<file path="src/rtl/ffba_pkg.sv">
`timescale 1ns / 1ps

package ffba_pkg;

	localparam int ADDR_BITS    = 24;
	localparam int HEADER_BYTES = 32;
	localparam int LIVE_BITS    = 7;

	typedef enum logic [1:0] {
		FUNC_ALLOC   = 2'd0,
		FUNC_FREE    = 2'd1,
		FUNC_REALLOC = 2'd2,
		FUNC_NOP     = 2'd3
	} func_t;

	typedef enum logic [1:0] {
		ST_OK        = 2'd0,
		ST_NULL      = 2'd1,
		ST_OOM       = 2'd2,
		ST_NOT_FOUND = 2'd3
	} status_t;

	typedef struct packed {
		func_t                func;
		logic [ADDR_BITS-1:0] req_size;
		logic [ADDR_BITS-1:0] user_addr;
	} req_t;

	typedef struct packed {
		logic [ADDR_BITS-1:0] addr_out;
		logic [ADDR_BITS-1:0] copy_from;
		logic [ADDR_BITS-1:0] copy_len;
		status_t              status;
		logic [LIVE_BITS-1:0] live_allocs;
	} rsp_t;

	// one entry of the block table
	typedef struct packed {
		logic [ADDR_BITS-1:0] base;
		logic [ADDR_BITS-1:0] size;
		logic                 free;
	} blk_t;

	// controller to datapath
	typedef struct packed {
		logic    load;
		logic    scan_start;
		logic    scan_fit;
		logic    take;
		logic    append;
		logic    keep;
		logic    release_blk;
		logic    set_status;
		status_t code;
		logic    push;
	} cmd_t;

	// datapath to controller
	typedef struct packed {
		func_t func;
		logic  size_zero;
		logic  addr_zero;
		logic  moving;
		logic  scan_done;
		logic  scan_hit;
		logic  fits_old;
		logic  oom;
		logic  out_free;
	} sts_t;

endpackage

</file>
<file path="src/rtl/ffba_dp.sv">
`timescale 1ns / 1ps

module ffba_dp import ffba_pkg::*; #(
	parameter int MAX_BLOCKS = 64
) (
	input  logic                 clk,
	input  logic                 arst_n,
	input  req_t                 req_data,
	input  logic                 cfg_valid,
	input  logic [ADDR_BITS-1:0] cfg_data,
	input  logic                 rsp_stall,
	input  cmd_t                 cmd,
	output sts_t                 sts,
	output logic                 rsp_valid,
	output rsp_t                 rsp_data
);

	localparam int AW = $clog2(MAX_BLOCKS);
	localparam int CW = $clog2(MAX_BLOCKS + 1);
	localparam logic [CW-1:0]        FULL = CW'(MAX_BLOCKS);
	localparam logic [ADDR_BITS-1:0] HDR  = ADDR_BITS'(HEADER_BYTES);

	blk_t mem [MAX_BLOCKS];

	// current item
	func_t                func_q;
	logic [ADDR_BITS-1:0] size_q;
	logic [ADDR_BITS-1:0] addr_q;
	logic [ADDR_BITS:0]   total_q;

	// heap state
	logic [ADDR_BITS-1:0] cap_q;
	logic [ADDR_BITS-1:0] break_q;
	logic [CW-1:0]        count_q;
	logic [CW-1:0]        live_q;

	// scan engine
	logic          run_q;
	logic          mode_fit_q;
	logic [CW-1:0] idx_q;
	logic          pend_s1;
	logic [AW-1:0] pidx_s1;
	blk_t          rd_s1;

	// blocks found by the two kinds of scan
	logic [AW-1:0] fit_idx_q;
	blk_t          fit_q;
	logic [AW-1:0] fnd_idx_q;
	blk_t          fnd_q;

	// result being built
	logic [ADDR_BITS-1:0] res_addr_q;
	logic [ADDR_BITS-1:0] res_cfrom_q;
	logic [ADDR_BITS-1:0] res_clen_q;
	status_t              res_status_q;

	logic                 out_valid_q;
	rsp_t                 out_q;

	logic                 issue;
	logic                 match;
	logic                 hit;
	logic                 done;
	logic [ADDR_BITS+1:0] end_sum;
	logic [ADDR_BITS+1:0] rel_end;
	logic                 pop;
	logic                 moving;
	logic                 we;
	logic [AW-1:0]        wa;
	blk_t                 wd;

	assign issue = run_q && (idx_q < count_q);

	always_comb begin
		if (mode_fit_q) begin
			match = rd_s1.free && (rd_s1.size >= size_q);
		end else begin
			match = !rd_s1.free && (({1'b0, rd_s1.base} + {1'b0, HDR}) == {1'b0, addr_q});
		end
	end

	assign hit  = run_q && pend_s1 && match;
	assign done = run_q && (hit || (!pend_s1 && !issue));

	assign end_sum = {2'b00, break_q} + {1'b0, total_q};
	assign rel_end = {2'b00, fnd_q.base} + {2'b00, HDR} + {2'b00, fnd_q.size};
	// block ends at the break: it is the last one and leaves the table
	assign pop     = (rel_end == {2'b00, break_q});
	assign moving  = (func_q == FUNC_REALLOC) && (addr_q != '0) && (size_q != '0);

	always_comb begin
		sts.func      = func_q;
		sts.size_zero = (size_q == '0);
		sts.addr_zero = (addr_q == '0);
		sts.moving    = moving;
		sts.scan_done = done;
		sts.scan_hit  = hit;
		sts.fits_old  = (fnd_q.size >= size_q);
		sts.oom       = (count_q == FULL) || (end_sum > {2'b00, cap_q});
		sts.out_free  = !out_valid_q || !rsp_stall;
	end

	// table write port
	always_comb begin
		we = 1'b0;
		wa = fnd_idx_q;
		wd = fnd_q;
		if (cmd.take) begin
			we      = 1'b1;
			wa      = fit_idx_q;
			wd      = fit_q;
			wd.free = 1'b0;
		end else if (cmd.append) begin
			we      = 1'b1;
			wa      = count_q[AW-1:0];
			wd.base = break_q;
			wd.size = size_q;
			wd.free = 1'b0;
		end else if (cmd.release_blk && !pop) begin
			we      = 1'b1;
			wd.free = 1'b1;
		end
	end

	always_ff @(posedge clk) begin
		if (we) begin
			mem[wa] <= wd;
		end
		if (issue) begin
			rd_s1 <= mem[idx_q[AW-1:0]];
		end
	end

	always_ff @(posedge clk or negedge arst_n) begin
		if (!arst_n) begin
			run_q      <= 1'b0;
			mode_fit_q <= 1'b0;
			idx_q      <= '0;
			pend_s1    <= 1'b0;
		end else if (cmd.scan_start) begin
			run_q      <= 1'b1;
			mode_fit_q <= cmd.scan_fit;
			idx_q      <= '0;
			pend_s1    <= 1'b0;
		end else if (run_q) begin
			if (done) begin
				run_q   <= 1'b0;
				pend_s1 <= 1'b0;
			end else begin
				pend_s1 <= issue;
				if (issue) begin
					idx_q <= idx_q + 1'b1;
				end
			end
		end
	end

	always_ff @(posedge clk) begin
		if (issue) begin
			pidx_s1 <= idx_q[AW-1:0];
		end
		if (hit) begin
			if (mode_fit_q) begin
				fit_idx_q <= pidx_s1;
				fit_q     <= rd_s1;
			end else begin
				fnd_idx_q <= pidx_s1;
				fnd_q     <= rd_s1;
			end
		end
	end

	always_ff @(posedge clk or negedge arst_n) begin
		if (!arst_n) begin
			cap_q   <= ADDR_BITS'(1048576);
			break_q <= '0;
			count_q <= '0;
			live_q  <= '0;
		end else begin
			if (cfg_valid) begin
				cap_q <= cfg_data;
			end
			if (cmd.append) begin
				count_q <= count_q + 1'b1;
				break_q <= end_sum[ADDR_BITS-1:0];
				live_q  <= live_q + 1'b1;
			end else if (cmd.take) begin
				live_q <= live_q + 1'b1;
			end else if (cmd.release_blk) begin
				if (pop) begin
					count_q <= count_q - 1'b1;
					break_q <= fnd_q.base;
				end
				if (live_q != '0) begin
					live_q <= live_q - 1'b1;
				end
			end
		end
	end

	always_ff @(posedge clk) begin
		if (cmd.load) begin
			func_q       <= req_data.func;
			size_q       <= req_data.req_size;
			addr_q       <= req_data.user_addr;
			total_q      <= {1'b0, req_data.req_size} + {1'b0, HDR};
			res_addr_q   <= '0;
			res_cfrom_q  <= '0;
			res_clen_q   <= '0;
			res_status_q <= ST_OK;
		end else begin
			if (cmd.set_status) begin
				res_status_q <= cmd.code;
			end
			if (cmd.take) begin
				res_addr_q <= fit_q.base + HDR;
			end else if (cmd.append) begin
				res_addr_q <= break_q + HDR;
			end else if (cmd.keep) begin
				res_addr_q <= addr_q;
			end
			if (cmd.release_blk && moving) begin
				res_cfrom_q <= addr_q;
				res_clen_q  <= fnd_q.size;
			end
		end
	end

	// output register, refilled while the last beat is taken
	always_ff @(posedge clk or negedge arst_n) begin
		if (!arst_n) begin
			out_valid_q <= 1'b0;
		end else if (cmd.push) begin
			out_valid_q <= 1'b1;
		end else if (!rsp_stall) begin
			out_valid_q <= 1'b0;
		end
	end

	always_ff @(posedge clk) begin
		if (cmd.push) begin
			out_q.addr_out    <= res_addr_q;
			out_q.copy_from   <= res_cfrom_q;
			out_q.copy_len    <= res_clen_q;
			out_q.status      <= res_status_q;
			out_q.live_allocs <= LIVE_BITS'(live_q);
		end
	end

	assign rsp_valid = out_valid_q;
	assign rsp_data  = out_q;

endmodule

</file>
<file path="src/rtl/ffba_ctrl.sv">
`timescale 1ns / 1ps

module ffba_ctrl import ffba_pkg::*; (
	input  logic clk,
	input  logic arst_n,
	input  logic req_valid,
	output logic req_stall,
	input  sts_t sts,
	output cmd_t cmd
);

	typedef enum logic [7:0] {
		S_IDLE    = 8'b0000_0001,
		S_DECODE  = 8'b0000_0010,
		S_FIND    = 8'b0000_0100,
		S_FOUND   = 8'b0000_1000,
		S_FIT     = 8'b0001_0000,
		S_TAKE    = 8'b0010_0000,
		S_RELEASE = 8'b0100_0000,
		S_DONE    = 8'b1000_0000
	} state_t;

	state_t state_q;
	state_t state_d;

	assign req_stall = (state_q != S_IDLE);

	always_comb begin
		cmd     = '0;
		state_d = state_q;
		case (state_q)
			S_IDLE: begin
				if (req_valid) begin
					cmd.load = 1'b1;
					state_d  = S_DECODE;
				end
			end
			S_DECODE: begin
				case (sts.func)
					FUNC_ALLOC, FUNC_REALLOC: begin
						if (sts.func == FUNC_REALLOC && !sts.addr_zero && !sts.size_zero) begin
							cmd.scan_start = 1'b1;
							state_d        = S_FIND;
						end else if (sts.size_zero) begin
							cmd.set_status = 1'b1;
							cmd.code       = ST_NULL;
							state_d        = S_DONE;
						end else begin
							cmd.scan_start = 1'b1;
							cmd.scan_fit   = 1'b1;
							state_d        = S_FIT;
						end
					end
					FUNC_FREE: begin
						if (sts.addr_zero) begin
							cmd.set_status = 1'b1;
							cmd.code       = ST_NULL;
							state_d        = S_DONE;
						end else begin
							cmd.scan_start = 1'b1;
							state_d        = S_FIND;
						end
					end
					default: begin
						state_d = S_DONE;
					end
				endcase
			end
			S_FIND: begin
				if (sts.scan_done) begin
					if (sts.scan_hit) begin
						state_d = S_FOUND;
					end else begin
						cmd.set_status = 1'b1;
						cmd.code       = ST_NOT_FOUND;
						state_d        = S_DONE;
					end
				end
			end
			S_FOUND: begin
				if (sts.func == FUNC_FREE) begin
					cmd.release_blk = 1'b1;
					state_d         = S_DONE;
				end else if (sts.fits_old) begin
					cmd.keep = 1'b1;
					state_d  = S_DONE;
				end else begin
					cmd.scan_start = 1'b1;
					cmd.scan_fit   = 1'b1;
					state_d        = S_FIT;
				end
			end
			S_FIT: begin
				if (sts.scan_done) begin
					if (sts.scan_hit) begin
						state_d = S_TAKE;
					end else if (sts.oom) begin
						cmd.set_status = 1'b1;
						cmd.code       = ST_OOM;
						state_d        = S_DONE;
					end else begin
						cmd.append = 1'b1;
						state_d    = sts.moving ? S_RELEASE : S_DONE;
					end
				end
			end
			S_TAKE: begin
				cmd.take = 1'b1;
				state_d  = sts.moving ? S_RELEASE : S_DONE;
			end
			S_RELEASE: begin
				// old block goes after the new one is placed
				cmd.release_blk = 1'b1;
				state_d         = S_DONE;
			end
			S_DONE: begin
				if (sts.out_free) begin
					cmd.push = 1'b1;
					state_d  = S_IDLE;
				end
			end
			default: begin
				state_d = S_IDLE;
			end
		endcase
	end

	always_ff @(posedge clk or negedge arst_n) begin
		if (!arst_n) begin
			state_q <= S_IDLE;
		end else begin
			state_q <= state_d;
		end
	end

endmodule

</file>
<file path="src/rtl/first_fit_block_allocator_top.sv">
`timescale 1ns / 1ps
// channel  direction  handshake            beat
// req      in         req_valid/req_stall  req_t: func, req_size, user_addr
// rsp      out        rsp_valid/rsp_stall  rsp_t: addr_out, copy_from, copy_len, status,
//                                          live_allocs
// cfg      in         cfg_valid/cfg_ready  heap_capacity
//
// an item walks the table at most once; a reallocate that moves walks it twice, once to
// find the old block and once to find a free one
// the walk reads one table entry per cycle through the single read port of the block memory
// after reset the table is empty and no clearing pass runs; entries are read only once written
// one item at a time; the next one is taken while the last result waits in the output
// register, and an item only waits at its end if that register is still full

module first_fit_block_allocator_top import ffba_pkg::*; #(
	parameter int MAX_BLOCKS = 64
) (
	input  logic                 clk,
	input  logic                 arst_n,
	input  logic                 req_valid,
	output logic                 req_stall,
	input  req_t                 req_data,
	output logic                 rsp_valid,
	input  logic                 rsp_stall,
	output rsp_t                 rsp_data,
	input  logic                 cfg_valid,
	output logic                 cfg_ready,
	input  logic [ADDR_BITS-1:0] cfg_data
);

	cmd_t cmd;
	sts_t sts;

	assign cfg_ready = 1'b1;

	ffba_ctrl u_ctrl (
		.clk       (clk),
		.arst_n    (arst_n),
		.req_valid (req_valid),
		.req_stall (req_stall),
		.sts       (sts),
		.cmd       (cmd)
	);

	ffba_dp #(
		.MAX_BLOCKS (MAX_BLOCKS)
	) u_dp (
		.clk       (clk),
		.arst_n    (arst_n),
		.req_data  (req_data),
		.cfg_valid (cfg_valid),
		.cfg_data  (cfg_data),
		.rsp_stall (rsp_stall),
		.cmd       (cmd),
		.sts       (sts),
		.rsp_valid (rsp_valid),
		.rsp_data  (rsp_data)
	);

endmodule
</file>
<file path="config.mk">
export PLATFORM = sky130hd
export DESIGN_NAME = first_fit_block_allocator_top
export DESIGN_NICKNAME = d
export VERILOG_FILES = /design/src/rtl/ffba_pkg.sv /design/src/rtl/ffba_dp.sv /design/src/rtl/ffba_ctrl.sv /design/src/rtl/first_fit_block_allocator_top.sv
export SDC_FILE = /design/constraint.sdc
export NUM_CORES = 2
export LEC_CHECK = 0
export ABC_AREA = 1
export BUFFER_PORTS_ARGS = -buffer_cell sky130_fd_sc_hd__buf_2
export CAP_MARGIN = 20
export CORE_MARGIN = 2
export CORE_UTILIZATION = 40
export CTS_BUF_LIST = sky130_fd_sc_hd__clkbuf_8
export DETAILED_ROUTE_END_ITERATION = 10
export PLACE_DENSITY = 0.51
export RECOVER_POWER = 50
export SETUP_SLACK_MARGIN = 0.1
export SYNTH_ARGS = -nofsm -noshare
export SYNTH_HDL_FRONTEND = slang
export SYNTH_HIERARCHICAL = 1
export SYNTH_SLANG_ARGS = --single-unit
export TNS_END_PERCENT = 5
</file>
<file path="constraint.sdc">
create_clock -name clk -period 12.65 [get_ports clk]
set_input_delay 1.8975 -clock clk [delete_from_list [all_inputs] [get_ports clk]]
set_output_delay 1.8975 -clock clk [all_outputs]
set_load 0.05 [all_outputs]
</file>
Yosys cells after proc, flatten, opt, wreduce, memory -nomap -nowiden
Memory sizes are Yosys's and may differ from the RTL's. A register that Yosys moved wholly into a read port is not among the register bits.
Index checks and enable logic that the tools add are counted.
{"block": "word_totals", "reg_bits": 426, "ramBits": 3136, "in_bits": 79, "output_inout_bits": 84, "wordCells": 201, "memories": 1}
{"block": "op_classes", "n_addsub": 12, "n_lt_le_gt_ge": 4, "eq_ne": 21, "n_mux": 87, "n_bitwise": 1, "reduce_logical": 44}
{"name": "u_dp.mem", "words": 64, "width": 49, "rd": 1, "rd_ports_with_merged_regs": 1, "write_ports": 1, "line": "ffba_dp.sv:23", "rtl": "blk_t mem [MAX_BLOCKS];"}
{"op": "$mux 24", "n": 7}
{"op": "$mux 8", "n": 13}
{"op": "$mux 7", "n": 12}
{"op": "$add 24x6->25 const B", "n": 3}
{"op": "$pmux 8 s8", "n": 1}
{"op": "$mux 49", "n": 1}
{"op": "$add 24x6->24 const B", "n": 2}
{"op": "$ge 24x24->1", "n": 2}
{"op": "$logic_not 24->1", "n": 2}
{"op": "$mux 48", "n": 1}
{"op": "$reduce_bool 24->1", "n": 2}
{"op": "$mux 1", "n": 33}
{"op": "$add 24x25->26", "n": 1}
{"op": "$add 26x24->26", "n": 1}
{"op": "$eq 26x24->1", "n": 1}
{"op": "$gt 26x24->1", "n": 1}
{"op": "$eq 25x24->1", "n": 1}
{"op": "$mux 3", "n": 8}
{"op": "$add 7x1->7 const B", "n": 3}
{"op": "$pmux 8 s2", "n": 1}
{"op": "$sub 7x1->7 const B", "n": 2}
{"op": "$logic_and 1x1->1", "n": 13}
{"op": "$mux 6", "n": 2}
{"op": "$pmux 3 s3", "n": 1}
{"op": "30 further kinds", "n": 55}

Depth between registers and ports, before layout
{"block": "logic_depth", "word_depth": 13, "mapped_depth": 39}

Cells and area by module
Netlist, hierarchy kept.
{"mod": "ffba_dp", "instances": 1, "cells_per_inst": 11011, "area_each_um2": 146793.3, "seq_area_each_um2": 106938.8}
{"mod": "ffba_ctrl", "instances": 1, "cells_per_inst": 132, "area_each_um2": 800.8, "seq_area_each_um2": 201.4}
{"mod": "first_fit_block_allocator_top", "instances": 1, "cells_per_inst": 2, "area_each_um2": 11.3, "seq_area_each_um2": 0.0}

Worst setup path after synthesis
Ideal clock, no wire load.
{"block": "synth_timing", "path_kind": "input to register", "startpoint": "input port rsp_stall", "endpoint": "register u_dp.out_q (netlist bit u_dp/rsp_data[0]), enable pin", "arrival_ps": 9919, "t_required_ps": 11927, "path_slack_ps": 2008, "stages": 3, "n_path_buf": 0, "cell_sequence": "nand2_1 -> inv_1 -> nor4_1"}
{"item": "start: declaration", "line": "first_fit_block_allocator_top.sv:24", "rtl": "input logic rsp_stall,"}
{"item": "end: declaration", "line": "ffba_dp.sv:58", "rtl": "rsp_t out_q;"}

Final worst setup path
{"block": "layout_timing", "startpoint": "register u_dp.idx_q[0]", "endpoint": "register u_dp/rd_s1[48] (netlist name)"}
{"block": "layout_via", "elab_chain_cells": 2}
{"item": "start: declaration", "line": "ffba_dp.sv:40", "rtl": "logic [CW-1:0] idx_q;"}
{"item": "start signal: assignment", "line": "ffba_dp.sv:152", "rtl": "idx_q <= idx_q + 1'b1;"}
{"item": "$lt 7x7->1", "line": "ffba_dp.sv:72", "rtl": "assign issue = run_q && (idx_q < count_q);"}
{"item": "$logic_and 1x1->1", "line": "ffba_dp.sv:72"}
Several ways; a longest one is shown, not always the timed one.
A chain may end at the register's enable or synchronous reset.

==> impl_metrics.py <==
metrics = {
    "run_status": {
        "status": "finished with violations",
        "violations": "capacitance limit, slew limit",
    },
    "worst_setup_path": {
        "worstPathArrival_ns": 11.86,
        "path_common_cell": "clkbuf_1",
        "critPathKind": "reg2reg",
        "worst-path-max-fanout": 62,
        "path_cells": "clkinvlp_2 -> clkbuf_1 -> clkbuf_1 -> buf_4 -> nor2_1 -> o221ai_1 -> nand3_1 -> a31oi_1 -> a22o_1",
        "crit_path_max_incr_delay_ns": 2.60,
        "r2r_start": "u_dp/idx_q[0]$_DFFE_PN0P_",
        "r2r-end": "u_dp/rd_s1[48]$_DFFE_PP_",
        "cp_slowest_cell": "clkbuf_1",
        "cp-start-kind": "flip-flop",
        "r2r_setup_slack_ns": 1.78,
        "cp.required_ns": 13.63,
        "rr_worst_depth": 9,
        "startpoint": "u_dp/idx_q[0]$_DFFE_PN0P_",
        "critPathCaptureType": "flip-flop",
    },
    "floorplanning": {
        "die_x_um": 611,
        "ioPinCount": 163,
        "num_rows": 223,
        "core_sq_mm": 0.368,
        "die_y_um": 611,
        "die_area_sq_mm": 0.374,
        "initial_core_util": 0.401,
    },
    "placement": {
        "place_area_sq_mm": 0.155,
        "portBuffers": 161,
        "dpl.hpwl_mm": 308,
        "gp_congestion": 0.926,
        "placedCellCount": 15700,
        "pre_cts_ws_ns": 3.48,
    },
    "clock_network": {
        "clkLatencyLatePin_ns": 1.23,
        "cts_tree": "done",
        "clock_path_buffers": 4,
        "cts-hold-fix-buffers": 0,
        "cts.clk_slew.worst_paths_ns": 0.06,
        "clock_sinks": 3606,
        "post_cts_buffers": 0,
        "clockRootBuffer": "clkbuf_8",
        "htreeDepth": 6,
        "cts_resized": 0,
        "numCtsBuffers": 614,
    },
    "finish": {
        "multi_input_area_sq_mm": 0.0372,
        "seqCellArea_sq_mm": 0.107,
        "drive_above_1_share": 0.0989,
        "postLayoutCellArea_sq_mm": 0.166,
        "fill_cells": 33200,
        "final_cell_count_no_fill": 16800,
        "layout.nets": 11700,
        "area_delta_synth_final_pct": 12.2,
        "postLayoutCoreUtil": 0.450,
    },
    "timing": {
        "slew_headroom": -1.98,
        "maxSlewViolCount": 2567,
        "rsz0062_at_grt": "false",
        "timing.fmax_mhz": 92.0,
        "tightestPinTransition_ns": 4.48,
        "setup_slack_ns": 1.78,
        "final.min_clock_period_ns": 10.87,
        "setup_viol": 0,
        "finalHoldViolCount": 0,
        "finalCritPeriodShare": 0.860,
        "fin_tns_setup_ns": 0,
        "fin_worst_skew_ns": 0.0960,
    },
    "power": {
        "vdd_drop_max_uv": 106,
        "power.leakage_uw": 0.0545,
        "cellPowerDensity_mw_per_mm2": 159,
    },
    "route": {
        "viasPerCell": 5.85,
        "drt_iter0_drc": 11600,
        "num_vias": 98200,
        "dr.pass1.iters": 6,
        "wl_per_cell_um": 30.1,
        "antenna_left": 0,
        "wirelength_mm": 506,
        "drcViolationCount": 0,
    },
    "global_route": {
        "grt_pass1_vias": 94400,
        "grt_pass1_wl_mm": 711,
        "grt_overflow": 0,
        "grt_max_degree": 178,
        "antenna_found_initial": 39,
        "grtUsageTotal": 0.264,
    },
    "synth": {
        "syn_nets": 11400,
        "synth_warnings": 6,
        "synthArstFlopShare": 0.0225,
        "avgSynthCellArea_sq_um": 13.2,
        "synth-seq-area-share": 0.726,
        "ys_seq_elements": 3606,
        "synthCells": 11100,
        "synth_cell_type_count": 62,
        "mappedNetlistArea_sq_mm": 0.148,
        "synth_edf_count": 3451,
        "ys.flop_type": "edfxtp_1",
    },
    "hold_path": {
        "whs_path_depth": 0,
        "hp-class": "reg2reg",
        "min-delay-start": "u_dp/res_cfrom_q[20]$_SDFFE_PP0P_",
        "min_to": "u_dp/rsp_data[53]$_DFFE_PP_",
    },
    "job": {
        "max-cap-violations": 48,
    },
}
[critical path: cells and delay by family (launching register included)]
kind,cells,cell delay [ns]
buf+inv,4,7.90
compound gates,3,1.51
flops,1,0.73
simple gates,2,0.33
[final cells by class]
cell class / count / area share
Sequential cell: 3606 / 0.647
Multi-Input combinational cell: 6495 / 0.224
Clock buffer: 636 / 0.0529
Tap cell: 4837 / 0.0365
Timing Repair Buffer: 439 / 0.0179
Clock inverter: 443 / 0.0135
Inverter: 328 / 0.00762
Antenna cell: 9 / 0.000136
[cell usage after synthesis (all sizes together), types with 2 or more instances]
master / n / area (sq um)
xnor3: 2 / 45.0
xor2: 74 / 648
a221oi: 2 / 17.5
o21bai: 11 / 82.6
inv: 324 / 1220
nor3: 32 / 165
dfstp: 2 / 52.6
o221ai: 321 / 2810
nand4: 45 / 282
nand3b: 5 / 37.5
o32ai: 471 / 4130
edfxtp: 3451 / 104000
or2: 8 / 50.1
clkbuf: 510 / 1910
xnor2: 33 / 289
o22ai: 33 / 206
o311ai: 2 / 17.5
o211ai: 91 / 683
nor4: 12 / 75.1
a21oi: 430 / 2350
ha: 162 / 2030
dfrtp: 79 / 1980
o21ai: 943 / 4720
dfxtp: 74 / 1480
a211oi: 5 / 37.5
clkinv: 4 / 15.0
nand3: 389 / 1970
nand2: 900 / 3420
fa: 3 / 60.1
a21boi: 2 / 15.0
a31oi: 110 / 688
nor2: 2018 / 7640
a21o: 5 / 37.5
o2111ai: 3 / 26.3
a22o: 47 / 412
a22oi: 9 / 67.6
and2: 7 / 43.8
buf: 206 / 1070
mux2i: 313 / 3130
[sequential cells by signal, indices dropped and copies added (netlist names), 8 cells and up]
name,flops
u_dp/fnd_q,49
u_dp/rd_s1,49
u_dp/res_cfrom_q,24
u_dp/addr_q,24
u_ctrl/state_q,8
u_dp/rsp_data,81
u_dp/size_q,24
u_dp/cap_q,24
u_dp/break_q,24
u_dp/res_addr_q,24
u_dp/mem,3136
u_dp/res_clen_q,24
u_dp/total_q,20
u_dp/fit_q,48
[placed cells by master (no fill, tap or decap), types with 33 or more instances in the layout]
cell and n:
edfxtp_1 3451, nand4_1 45, o32ai_1 471, buf_2 41, o21ai_0 937, inv_1 537, a21oi_4 87, o211ai_1 91
buf_4 198, xor2_1 74, clkinv_1 121, dfxtp_1 74, xnor2_1 33, nor2_1 2000, nand2_1 891, a31oi_1 105
dfrtp_1 74, clkbuf_8 636, o22ai_1 33, o221ai_1 320, mux2i_1 313, a21oi_1 342, nand3_1 386, clkbuf_1 151
a22o_1 47, ha_1 162, clkinv_2 43
[metal layers]
layer	part of all wire	up-vias	track usage
li1	-	42600	-
met1	0.42	50200	0.370
met2	0.46	4538	0.414
met3	0.080	844	0.0425
met4	0.040	12	0.100
met5	0.00017	-	0
[per-stage QoR]
stage               power (uW)  hold WS [ns]
floorplan                15700         0.401
global placement         16900         0.412
detailed placement       16900         0.415
CTS                      26500         0.417
global route             27300         0.433
finish                   26300         0.428
[how the worst max path moves through the flow]
stage	end	slack (ns)	cells after the start
global placement	u_dp/mem[3][41]$_DFFE_PP_	3.31	30
detailed placement	u_dp/mem[2][48]$_DFFE_PP_	3.48	30
floorplan	u_dp/rsp_data[0]$_DFFE_PP_	2.01	3
finish	u_dp/rd_s1[48]$_DFFE_PP_	1.78	9
CTS	u_dp/mem[3][41]$_DFFE_PP_	3.36	30
global route	u_dp/mem[52][25]$_DFFE_PP_	1.40	16
[power breakdown]
group          switching (uW)  total [uW]  internal [uW]
sequential                139       13200          13100
combinational            2490        3460            975
clock                    4850        9660           4810
total                    7470       26300          18900
[cells by family after synthesis]
logic type                 count (synthesis)  share of synthesized area
DFF                                     3606                      0.726
adders and majority gates                165                     0.0141
buffers and inverters                   1044                     0.0286
and+or+nand+nor                         3418                     0.0928
other                                      1                  0.0000254
AOI/OAI and AO/OA                       2488                      0.111
muxes                                    314                     0.0213
xor gates and xnor gates                 109                    0.00665
(Power assumes the default switching activity.)
